==> src/design/utp_pkg.sv <==
// Types and constants for the UUID text parser.
package utp_pkg;

    localparam int UUID_BYTES = 16;
    localparam int POS_W      = 6;
    localparam int COUNT_W    = 5;

    localparam logic [POS_W-1:0] POS_MAX = 6'd63;

    // Character codes
    localparam logic [7:0] CHAR_DASH     = 8'h2D;  // '-'
    localparam logic [7:0] CHAR_ZERO     = 8'h30;  // '0'
    localparam logic [7:0] CHAR_NINE     = 8'h39;  // '9'
    localparam logic [7:0] CHAR_UC_A     = 8'h41;  // 'A'
    localparam logic [7:0] CHAR_UC_F     = 8'h46;  // 'F'
    localparam logic [7:0] CHAR_LC_A     = 8'h61;  // 'a'
    localparam logic [7:0] CHAR_LC_F     = 8'h66;  // 'f'
    localparam logic [7:0] CHAR_UC_OFS   = 8'h37;  // '7', 'A' - 10
    localparam logic [7:0] CHAR_LC_OFS   = 8'h57;  // 'W', 'a' - 10

    typedef struct packed {
        logic [7:0] text_char;
        logic       end_of_text;
    } item_t;

    typedef struct packed {
        logic [63:0] value_upper;
        logic [63:0] value_lower;
        logic        is_valid;
    } result_t;

endpackage

==> src/design/utp_if.sv <==
// Channel interfaces: character input and parsed UUID output.
interface utp_in_if;
    import utp_pkg::*;

    logic       valid;
    logic       ready;
    logic [7:0] text_char;
    logic       end_of_text;

    modport source (output valid, output text_char, output end_of_text, input ready);
    modport sink   (input valid, input text_char, input end_of_text, output ready);
endinterface

interface utp_out_if;
    import utp_pkg::*;

    logic        valid;
    logic        ready;
    logic [63:0] value_upper;
    logic [63:0] value_lower;
    logic        is_valid;

    modport source (output valid, output value_upper, output value_lower, output is_valid,
                    input ready);
    modport sink   (input valid, input value_upper, input value_lower, input is_valid,
                    output ready);
endinterface

==> src/design/utp_input_reg.sv <==
// Input register: holds one character until the parse stage takes it.
module utp_input_reg (
    input  logic          clk,
    input  logic          rst_n,
    utp_in_if.sink        text_in,
    input  logic          advance,
    output logic          item_valid,
    output utp_pkg::item_t item
);
    import utp_pkg::*;

    logic  valid_reg;
    logic  valid_next;
    item_t item_reg;

    // Ready whenever the slot is empty or drains this cycle
    assign text_in.ready = !valid_reg || advance;

    always_comb
    begin
        valid_next = valid_reg;
        if (text_in.valid && text_in.ready)
        begin
            valid_next = 1'b1;
        end
        else if (advance)
        begin
            valid_next = 1'b0;
        end
    end

    always_ff @(posedge clk or negedge rst_n)
    begin
        if (!rst_n)
        begin
            valid_reg <= 1'b0;
        end
        else
        begin
            valid_reg <= valid_next;
        end
    end

    // Payload, no reset
    always_ff @(posedge clk)
    begin
        if (text_in.valid && text_in.ready)
        begin
            item_reg.text_char   <= text_in.text_char;
            item_reg.end_of_text <= text_in.end_of_text;
        end
    end

    assign item_valid = valid_reg;
    assign item       = item_reg;

endmodule

==> src/design/utp_parse_core.sv <==
// Parse stage: pair tracking, byte packing and the per-text state.
module utp_parse_core #(
    parameter int MAX_TEXT_CHARS = 36
) (
    input  logic             clk,
    input  logic             rst_n,
    input  logic             item_valid,
    input  utp_pkg::item_t   item,
    input  logic             out_free,
    output logic             advance,
    output logic             result_load,
    output utp_pkg::result_t result
);
    import utp_pkg::*;

    localparam logic [POS_W-1:0] OPEN_LIMIT = POS_W'(MAX_TEXT_CHARS - 1);

    logic [POS_W-1:0]   pos_reg, pos_next;
    logic               pair_reg, pair_next;
    logic [3:0]         nib_reg, nib_next;
    logic [COUNT_W-1:0] count_reg, count_next;
    logic               failed_reg, failed_next;
    logic [7:0]         store_reg [UUID_BYTES];
    logic [7:0]         store_next [UUID_BYTES];
    logic               store_we;

    logic       hex_ok;
    logic [3:0] hex_nib;
    logic       text_ok;

    // A final character waits for a free result register; others always go
    assign advance     = item_valid && (!item.end_of_text || out_free);
    assign result_load = advance && item.end_of_text;

    // Hex digit decode
    always_comb
    begin
        hex_ok  = 1'b1;
        hex_nib = 4'd0;
        case (item.text_char) inside
            [CHAR_ZERO:CHAR_NINE]: hex_nib = 4'(item.text_char - CHAR_ZERO);
            [CHAR_LC_A:CHAR_LC_F]: hex_nib = 4'(item.text_char - CHAR_LC_OFS);
            [CHAR_UC_A:CHAR_UC_F]: hex_nib = 4'(item.text_char - CHAR_UC_OFS);
            default:               hex_ok  = 1'b0;
        endcase
    end

    // Per-character state update
    always_comb
    begin
        pair_next   = pair_reg;
        nib_next    = nib_reg;
        count_next  = count_reg;
        failed_next = failed_reg;
        store_we    = 1'b0;
        if (!failed_reg)
        begin
            if (pair_reg)
            begin
                pair_next = 1'b0;
                if (!hex_ok)
                begin
                    failed_next = 1'b1;
                end
                else if (!count_reg[COUNT_W-1])
                begin
                    store_we   = 1'b1;
                    count_next = count_reg + 1'b1;
                end
            end
            else if (pos_reg < OPEN_LIMIT)
            begin
                if (item.text_char == CHAR_DASH)
                begin
                    pair_next = 1'b0;
                end
                else if (!hex_ok)
                begin
                    failed_next = 1'b1;
                end
                else
                begin
                    nib_next  = hex_nib;
                    pair_next = 1'b1;
                end
            end
        end
        pos_next = (pos_reg == POS_MAX) ? pos_reg : pos_reg + 1'b1;
    end

    // Byte store with the current write merged in, so the last pair is seen
    always_comb
    begin
        for (int i = 0; i < UUID_BYTES; i++)
        begin
            store_next[i] = store_reg[i];
        end
        if (store_we)
        begin
            store_next[count_reg[3:0]] = {nib_reg, hex_nib};
        end
    end

    // Result assembly for the final character
    always_comb
    begin
        text_ok = !failed_next && !pair_next && count_next[COUNT_W-1];
        result.value_upper = '0;
        result.value_lower = '0;
        result.is_valid    = text_ok;
        if (text_ok)
        begin
            for (int k = 0; k < 8; k++)
            begin
                result.value_upper[63-8*k -: 8] = store_next[k];
                result.value_lower[63-8*k -: 8] = store_next[k+8];
            end
        end
    end

    // Control state; cleared after the final character
    always_ff @(posedge clk or negedge rst_n)
    begin
        if (!rst_n)
        begin
            pos_reg    <= '0;
            pair_reg   <= 1'b0;
            nib_reg    <= '0;
            count_reg  <= '0;
            failed_reg <= 1'b0;
        end
        else if (advance)
        begin
            if (item.end_of_text)
            begin
                pos_reg    <= '0;
                pair_reg   <= 1'b0;
                nib_reg    <= '0;
                count_reg  <= '0;
                failed_reg <= 1'b0;
            end
            else
            begin
                pos_reg    <= pos_next;
                pair_reg   <= pair_next;
                nib_reg    <= nib_next;
                count_reg  <= count_next;
                failed_reg <= failed_next;
            end
        end
    end

    // Packed bytes, no reset
    always_ff @(posedge clk)
    begin
        if (advance && store_we)
        begin
            store_reg[count_reg[3:0]] <= {nib_reg, hex_nib};
        end
    end

endmodule

==> src/design/utp_result_reg.sv <==
// Result register: holds the parsed UUID until the sink takes it.
module utp_result_reg (
    input  logic             clk,
    input  logic             rst_n,
    input  logic             result_load,
    input  utp_pkg::result_t result,
    output logic             out_free,
    utp_out_if.source        uuid_out
);
    import utp_pkg::*;

    logic    valid_reg;
    logic    valid_next;
    result_t result_reg;

    assign out_free = !valid_reg || uuid_out.ready;

    always_comb
    begin
        valid_next = valid_reg;
        if (result_load)
        begin
            valid_next = 1'b1;
        end
        else if (uuid_out.ready)
        begin
            valid_next = 1'b0;
        end
    end

    always_ff @(posedge clk or negedge rst_n)
    begin
        if (!rst_n)
        begin
            valid_reg <= 1'b0;
        end
        else
        begin
            valid_reg <= valid_next;
        end
    end

    always_ff @(posedge clk)
    begin
        if (result_load)
        begin
            result_reg <= result;
        end
    end

    assign uuid_out.valid       = valid_reg;
    assign uuid_out.value_upper = result_reg.value_upper;
    assign uuid_out.value_lower = result_reg.value_lower;
    assign uuid_out.is_valid    = result_reg.is_valid;

endmodule

==> src/design/uuid_text_parser.sv <==
// UUID text parser, top level.
// Streams a UUID text one character per transfer and returns one 128-bit value per text,
// on the transfer that carries end_of_text. One character is taken every cycle; a
// character passes through an input register, the pair and byte logic, and (for the
// final character) a result register, which takes and presents the value when the final
// character leaves the input register. Only a final character whose result register is still occupied
// waits; it is held until the sink takes the previous value. Dashes outside a pair are
// skipped, a pair opens only below position MAX_TEXT_CHARS - 1, bytes past the
// sixteenth are dropped, and an invalid or short text gives zero with is_valid low.
module uuid_text_parser #(
    parameter int MAX_TEXT_CHARS = 36
) (
    input  logic      clk,
    input  logic      rst_n,
    utp_in_if.sink    text_in,
    utp_out_if.source uuid_out
);
    import utp_pkg::*;

    logic    item_valid;
    item_t   item;
    logic    advance;
    logic    out_free;
    logic    result_load;
    result_t result;

    utp_input_reg u_input_reg (
        .clk        (clk),
        .rst_n      (rst_n),
        .text_in    (text_in),
        .advance    (advance),
        .item_valid (item_valid),
        .item       (item)
    );

    utp_parse_core #(
        .MAX_TEXT_CHARS (MAX_TEXT_CHARS)
    ) u_parse_core (
        .clk         (clk),
        .rst_n       (rst_n),
        .item_valid  (item_valid),
        .item        (item),
        .out_free    (out_free),
        .advance     (advance),
        .result_load (result_load),
        .result      (result)
    );

    utp_result_reg u_result_reg (
        .clk         (clk),
        .rst_n       (rst_n),
        .result_load (result_load),
        .result      (result),
        .out_free    (out_free),
        .uuid_out    (uuid_out)
    );

endmodule

==> src/flat_wrapper.sv <==
// flat-port wrapper written by rule: the top's interface ports become plain ports
module uuid_text_parser_flat import utp_pkg::*;
#(
    parameter int MAX_TEXT_CHARS = 36
)
  (clk, rst_n, text_in_valid, text_in_text_char, text_in_end_of_text, text_in_ready, uuid_out_valid, uuid_out_value_upper, uuid_out_value_lower, uuid_out_is_valid, uuid_out_ready);
  utp_in_if text_in_i ();
  utp_out_if uuid_out_i ();
  input  logic clk;
  input  logic rst_n;
  input wire logic [$bits(text_in_i.valid)-1:0] text_in_valid;
  input wire logic [$bits(text_in_i.text_char)-1:0] text_in_text_char;
  input wire logic [$bits(text_in_i.end_of_text)-1:0] text_in_end_of_text;
  output wire logic [$bits(text_in_i.ready)-1:0] text_in_ready;
  output wire logic [$bits(uuid_out_i.valid)-1:0] uuid_out_valid;
  output wire logic [$bits(uuid_out_i.value_upper)-1:0] uuid_out_value_upper;
  output wire logic [$bits(uuid_out_i.value_lower)-1:0] uuid_out_value_lower;
  output wire logic [$bits(uuid_out_i.is_valid)-1:0] uuid_out_is_valid;
  input wire logic [$bits(uuid_out_i.ready)-1:0] uuid_out_ready;
  assign text_in_i.valid = text_in_valid;
  assign text_in_i.text_char = text_in_text_char;
  assign text_in_i.end_of_text = text_in_end_of_text;
  assign text_in_ready = text_in_i.ready;
  assign uuid_out_valid = uuid_out_i.valid;
  assign uuid_out_value_upper = uuid_out_i.value_upper;
  assign uuid_out_value_lower = uuid_out_i.value_lower;
  assign uuid_out_is_valid = uuid_out_i.is_valid;
  assign uuid_out_i.ready = uuid_out_ready;
  uuid_text_parser #(.MAX_TEXT_CHARS(MAX_TEXT_CHARS)) u_core (.clk(clk), .rst_n(rst_n), .text_in(text_in_i), .uuid_out(uuid_out_i));
endmodule
==> config.mk <==
export PLATFORM = sky130hd
export DESIGN_NAME = uuid_text_parser_flat
export DESIGN_NICKNAME = d
export VERILOG_FILES = /design/src/design/utp_pkg.sv /design/src/design/utp_if.sv /design/src/design/utp_input_reg.sv /design/src/design/utp_parse_core.sv /design/src/design/utp_result_reg.sv /design/src/design/uuid_text_parser.sv /design/src/flat_wrapper.sv
export SDC_FILE = /design/constraint.sdc
export NUM_CORES = 1
export LEC_CHECK = 0
export BUFFER_PORTS_ARGS = -buffer_cell sky130_fd_sc_hd__buf_2
export CELL_PAD_IN_SITES_DETAIL_PLACEMENT = 1
export CELL_PAD_IN_SITES_GLOBAL_PLACEMENT = 1
export CORE_ASPECT_RATIO = 1.1
export CORE_UTILIZATION = 40
export CTS_CLUSTER_DIAMETER = 150
export CTS_CLUSTER_SIZE = 20
export DETAILED_ROUTE_END_ITERATION = 6
export PLACE_DENSITY_LB_ADDON = 0.3
export SYNTH_ARGS = -nofsm -noshare
export SYNTH_HDL_FRONTEND = slang
export SYNTH_SLANG_ARGS = --single-unit
==> constraint.sdc <==
create_clock -name clk -period 7.1 [get_ports clk]
set_clock_uncertainty 0.2 [all_clocks]
set_input_delay 0.355 -clock clk [delete_from_list [all_inputs] [get_ports clk]]
set_output_delay 0.355 -clock clk [all_outputs]
set_load 0.005 [all_outputs]
==> impl_results.md <==
- Drt wl/cell: 20.3 um
- Sequential fraction of the synthesis area: 77.2%
- Row cnt: 63
- YS warnings: 0
- Max VDD drop: 0.000118 V
- Die Wd: 160 um
- Number of global-route vias before repair: 6,329
- Max FFs per register: 128
- DR vias: 6,024
- Synth top area share: 72.9%
- Root buf cell: clkbuf_16
- Maximum clock rate: 242 MHz
- Min cycle time layout: 4.13 ns
- DR pass1 iterations: 4
- Largest net degree at the start of global routing: 70
- Initial DRC Count: 398
- First-pass GRT wire length: 36,700 um
- Syn nets: 683
- Crit end category: register
- Final TNS setup: 0 ns
- Unrepaired setup endpoints after global routing: no
- Worst hold path type: input pin to async pin
- Diodes inserted: 0
- Residual DRC: 0
- # setup viols final: 0
- Worst-Skew Late Latency: 0.51 ns
- Endpoints failing hold: 0
- Unique masters post-synth: 60
- WS Path Type: register to register
- Status: completed
- Crit share post-route: 58.2%
- Effective utilization at floorplan: 40.6%
- CP Launch Type: register
- Filler cell count: 2,674
- LEAKAGE: 4.45 nW
- Total track usage: 17.1%
- CP endpoint: u_core.u_result_reg.uuid_out.value_upper[59]
- Reg2Reg Setup Slack: 2.97 ns
- Deepest level of the CTS H-tree: 1
- Fin nets: 838
- Dpl cells: 1,142
- Overflow after GRT: 0
- Worst R2R Start: u_core.u_input_reg.item[1]
- # clock sinks: 285
- Most frequent cell after synthesis: edfxtp_1
- Post-synth ARST share: 6.67%
- Placeable Area: 27,000 um^2
- Initial antenna violation count: 0
- Synthesized area: 11,000 um^2
- Worst rel slew slack: 23.7%
- Ports: 144
- Antenna Violating Nets Remaining: 0
- CP Data Arrival Time: 4.19 ns
- Max-slew violations: 0
- Clk pin slew, worst setup/hold paths: 0.08 ns
- Total design power: 3.02 mW
- Synth Instances: 662
- CP max FO: 65
- Non-Filler Instances: 1,186
- Routed WL: 24,000 um
- Most common library cells after synthesis: 266 x edfxtp_1, 107 x nor2_1, 65 x o21a_1
- R2r worst-path depth: 7
- CTS tree: done
- Avg Cell Area, Syn: 16.5 um^2
- Die Y: 176 um
- Capturing point of the worst reg2reg path: u_core.u_result_reg.uuid_out.value_upper[59]
- Post-CTS Setup Bufs: 0
- Prevailing post-synth register cell: edfxtp_1
- Worst EP required: 7.16 ns
- GP Congestion: 0.758
- Synthesized flop and latch total: 285
- CTS max path bufs: 3
- Synth top area cells: edfxtp_1 73%, o21a_1 4.5%, dfrtp_1 4.3%
- Buffers on Ports: 143
- Cts hold-fix bufs: 12
- Via density: 5.08
- TritonCTS buffer count: 18
- Max-Cap Viols: 0
- Post-CTS sizing: 0
- Fraction of layout cells with a size suffix above 1: 24.8%
- Power density over the cells: 238 nW/um^2
- Leading area contributor after synthesis: edfxtp_1
- Die area: 28,100 um^2
- Post-DP HPWL: 15,300 um
- Layout Area Growth over Synthesis: 15.6%
- Worst-Margin Slew: 1.15 ns
- Count of flip-flops with a built-in enable after synthesis: 266
- CP Launch Point: u_core.u_input_reg.item[1]
==> kinds of logic after synthesis <==
kind of cell    share of synthesized area, %
flops                                   77.2
fa+ha+maj                              0.914
buf+inv                                 2.28
simple gates                            7.95
xor+xnor                               0.160
mux                                     1.76
compound gates                          9.68
==> routing by layer <==
metal  vias up  part of all wire [%]  track usage, %
met5         -                     0               0
met4         0                   1.6            4.13
met3        28                   4.8            2.79
met2       127                    52            31.4
met1      3052                    41            21.1
li1       2817                     -               -
==> where the power goes <==
| group | total (mW) | switching (mW) | internal [mW] |
|---|---|---|---|
| Combinational | 0.109 | 0.0704 | 0.0391 |
| Clock | 1.02 | 0.532 | 0.489 |
| Sequential | 1.89 | 0.0233 | 1.86 |
| Total | 3.02 | 0.625 | 2.39 |
==> worst min-delay path by stage <==
| stage | slack, ns | cells past startpoint | endpoint | startpoint |
|---|---|---|---|---|
| 2_1_floorplan | -0.14 | 0 | u_core.u_input_reg.item_valid | rst_n |
| 3_3_place_gp | 0.12 | 1 | u_core.u_input_reg.item_valid | rst_n |
| 3_5_place_dp | 0.14 | 1 | u_core.u_input_reg.item_valid | rst_n |
| 4_1_cts | 0.13 | 2 | u_core.u_parse_core.nib_reg[0] | rst_n |
| 5_1_grt | 0.15 | 2 | u_core.u_parse_core.nib_reg[3] | rst_n |
| 6_report | 0.14 | 2 | u_core.u_parse_core.nib_reg[0] | rst_n |
==> cells in the final DEF, fill, tap and decap left out, drive strengths merged, types with 7 or more instances in the layout <==
cell and instances:
dlygate4sd3 12, edfxtp 266, buf 154, clkbuf 30, mux2i 17, o21a 65
a211oi 21, ha 8, nor2 108, nand2 11, inv 16, and2 9
o21ai 8, nor4 12, nand3 8, dfrtp 19, a21oi 7
==> final cells by class <==
class / instances / area (um^2) / share of cell area, %
clock buffers: 30 / 495 / 3.91
repair buffers: 166 / 918 / 7.25
flip-flops and latches: 285 / 8460 / 66.8
well taps: 357 / 447 / 3.53
inverters: 15 / 56.3 / 0.444
clock inverters: 2 / 32.5 / 0.257
multi-input cells: 331 / 2250 / 17.8
==> through the flow <==
| step | cell area, um^2 | hold slack, ns | worst slack, ns | utilization, % |
|---|---|---|---|---|
| 2_1_floorplan | 11000 | -0.141 | 1.52 | - |
| 3_3_place_gp | 12000 | 0.120 | 3.21 | 44.6 |
| 3_5_place_dp | 12000 | 0.141 | 2.93 | 44.6 |
| 4_1_cts | 12700 | 0.128 | 2.92 | 47.0 |
| 5_1_grt | 12700 | 0.155 | 2.64 | 47.0 |
| 6_report | 12700 | 0.136 | 2.97 | 47.0 |
==> worst max-delay path: stages (launching register included) <==
cell and delay [ns]:
edfxtp_1 0.47, ha_1 0.27, or3b_1 0.40, and3_2 0.28, nor2_2 0.22, a211o_2 0.93
inv_2 0.77, o21a_1 0.31
No activity file was read; power rests on OpenSTA's default activity.
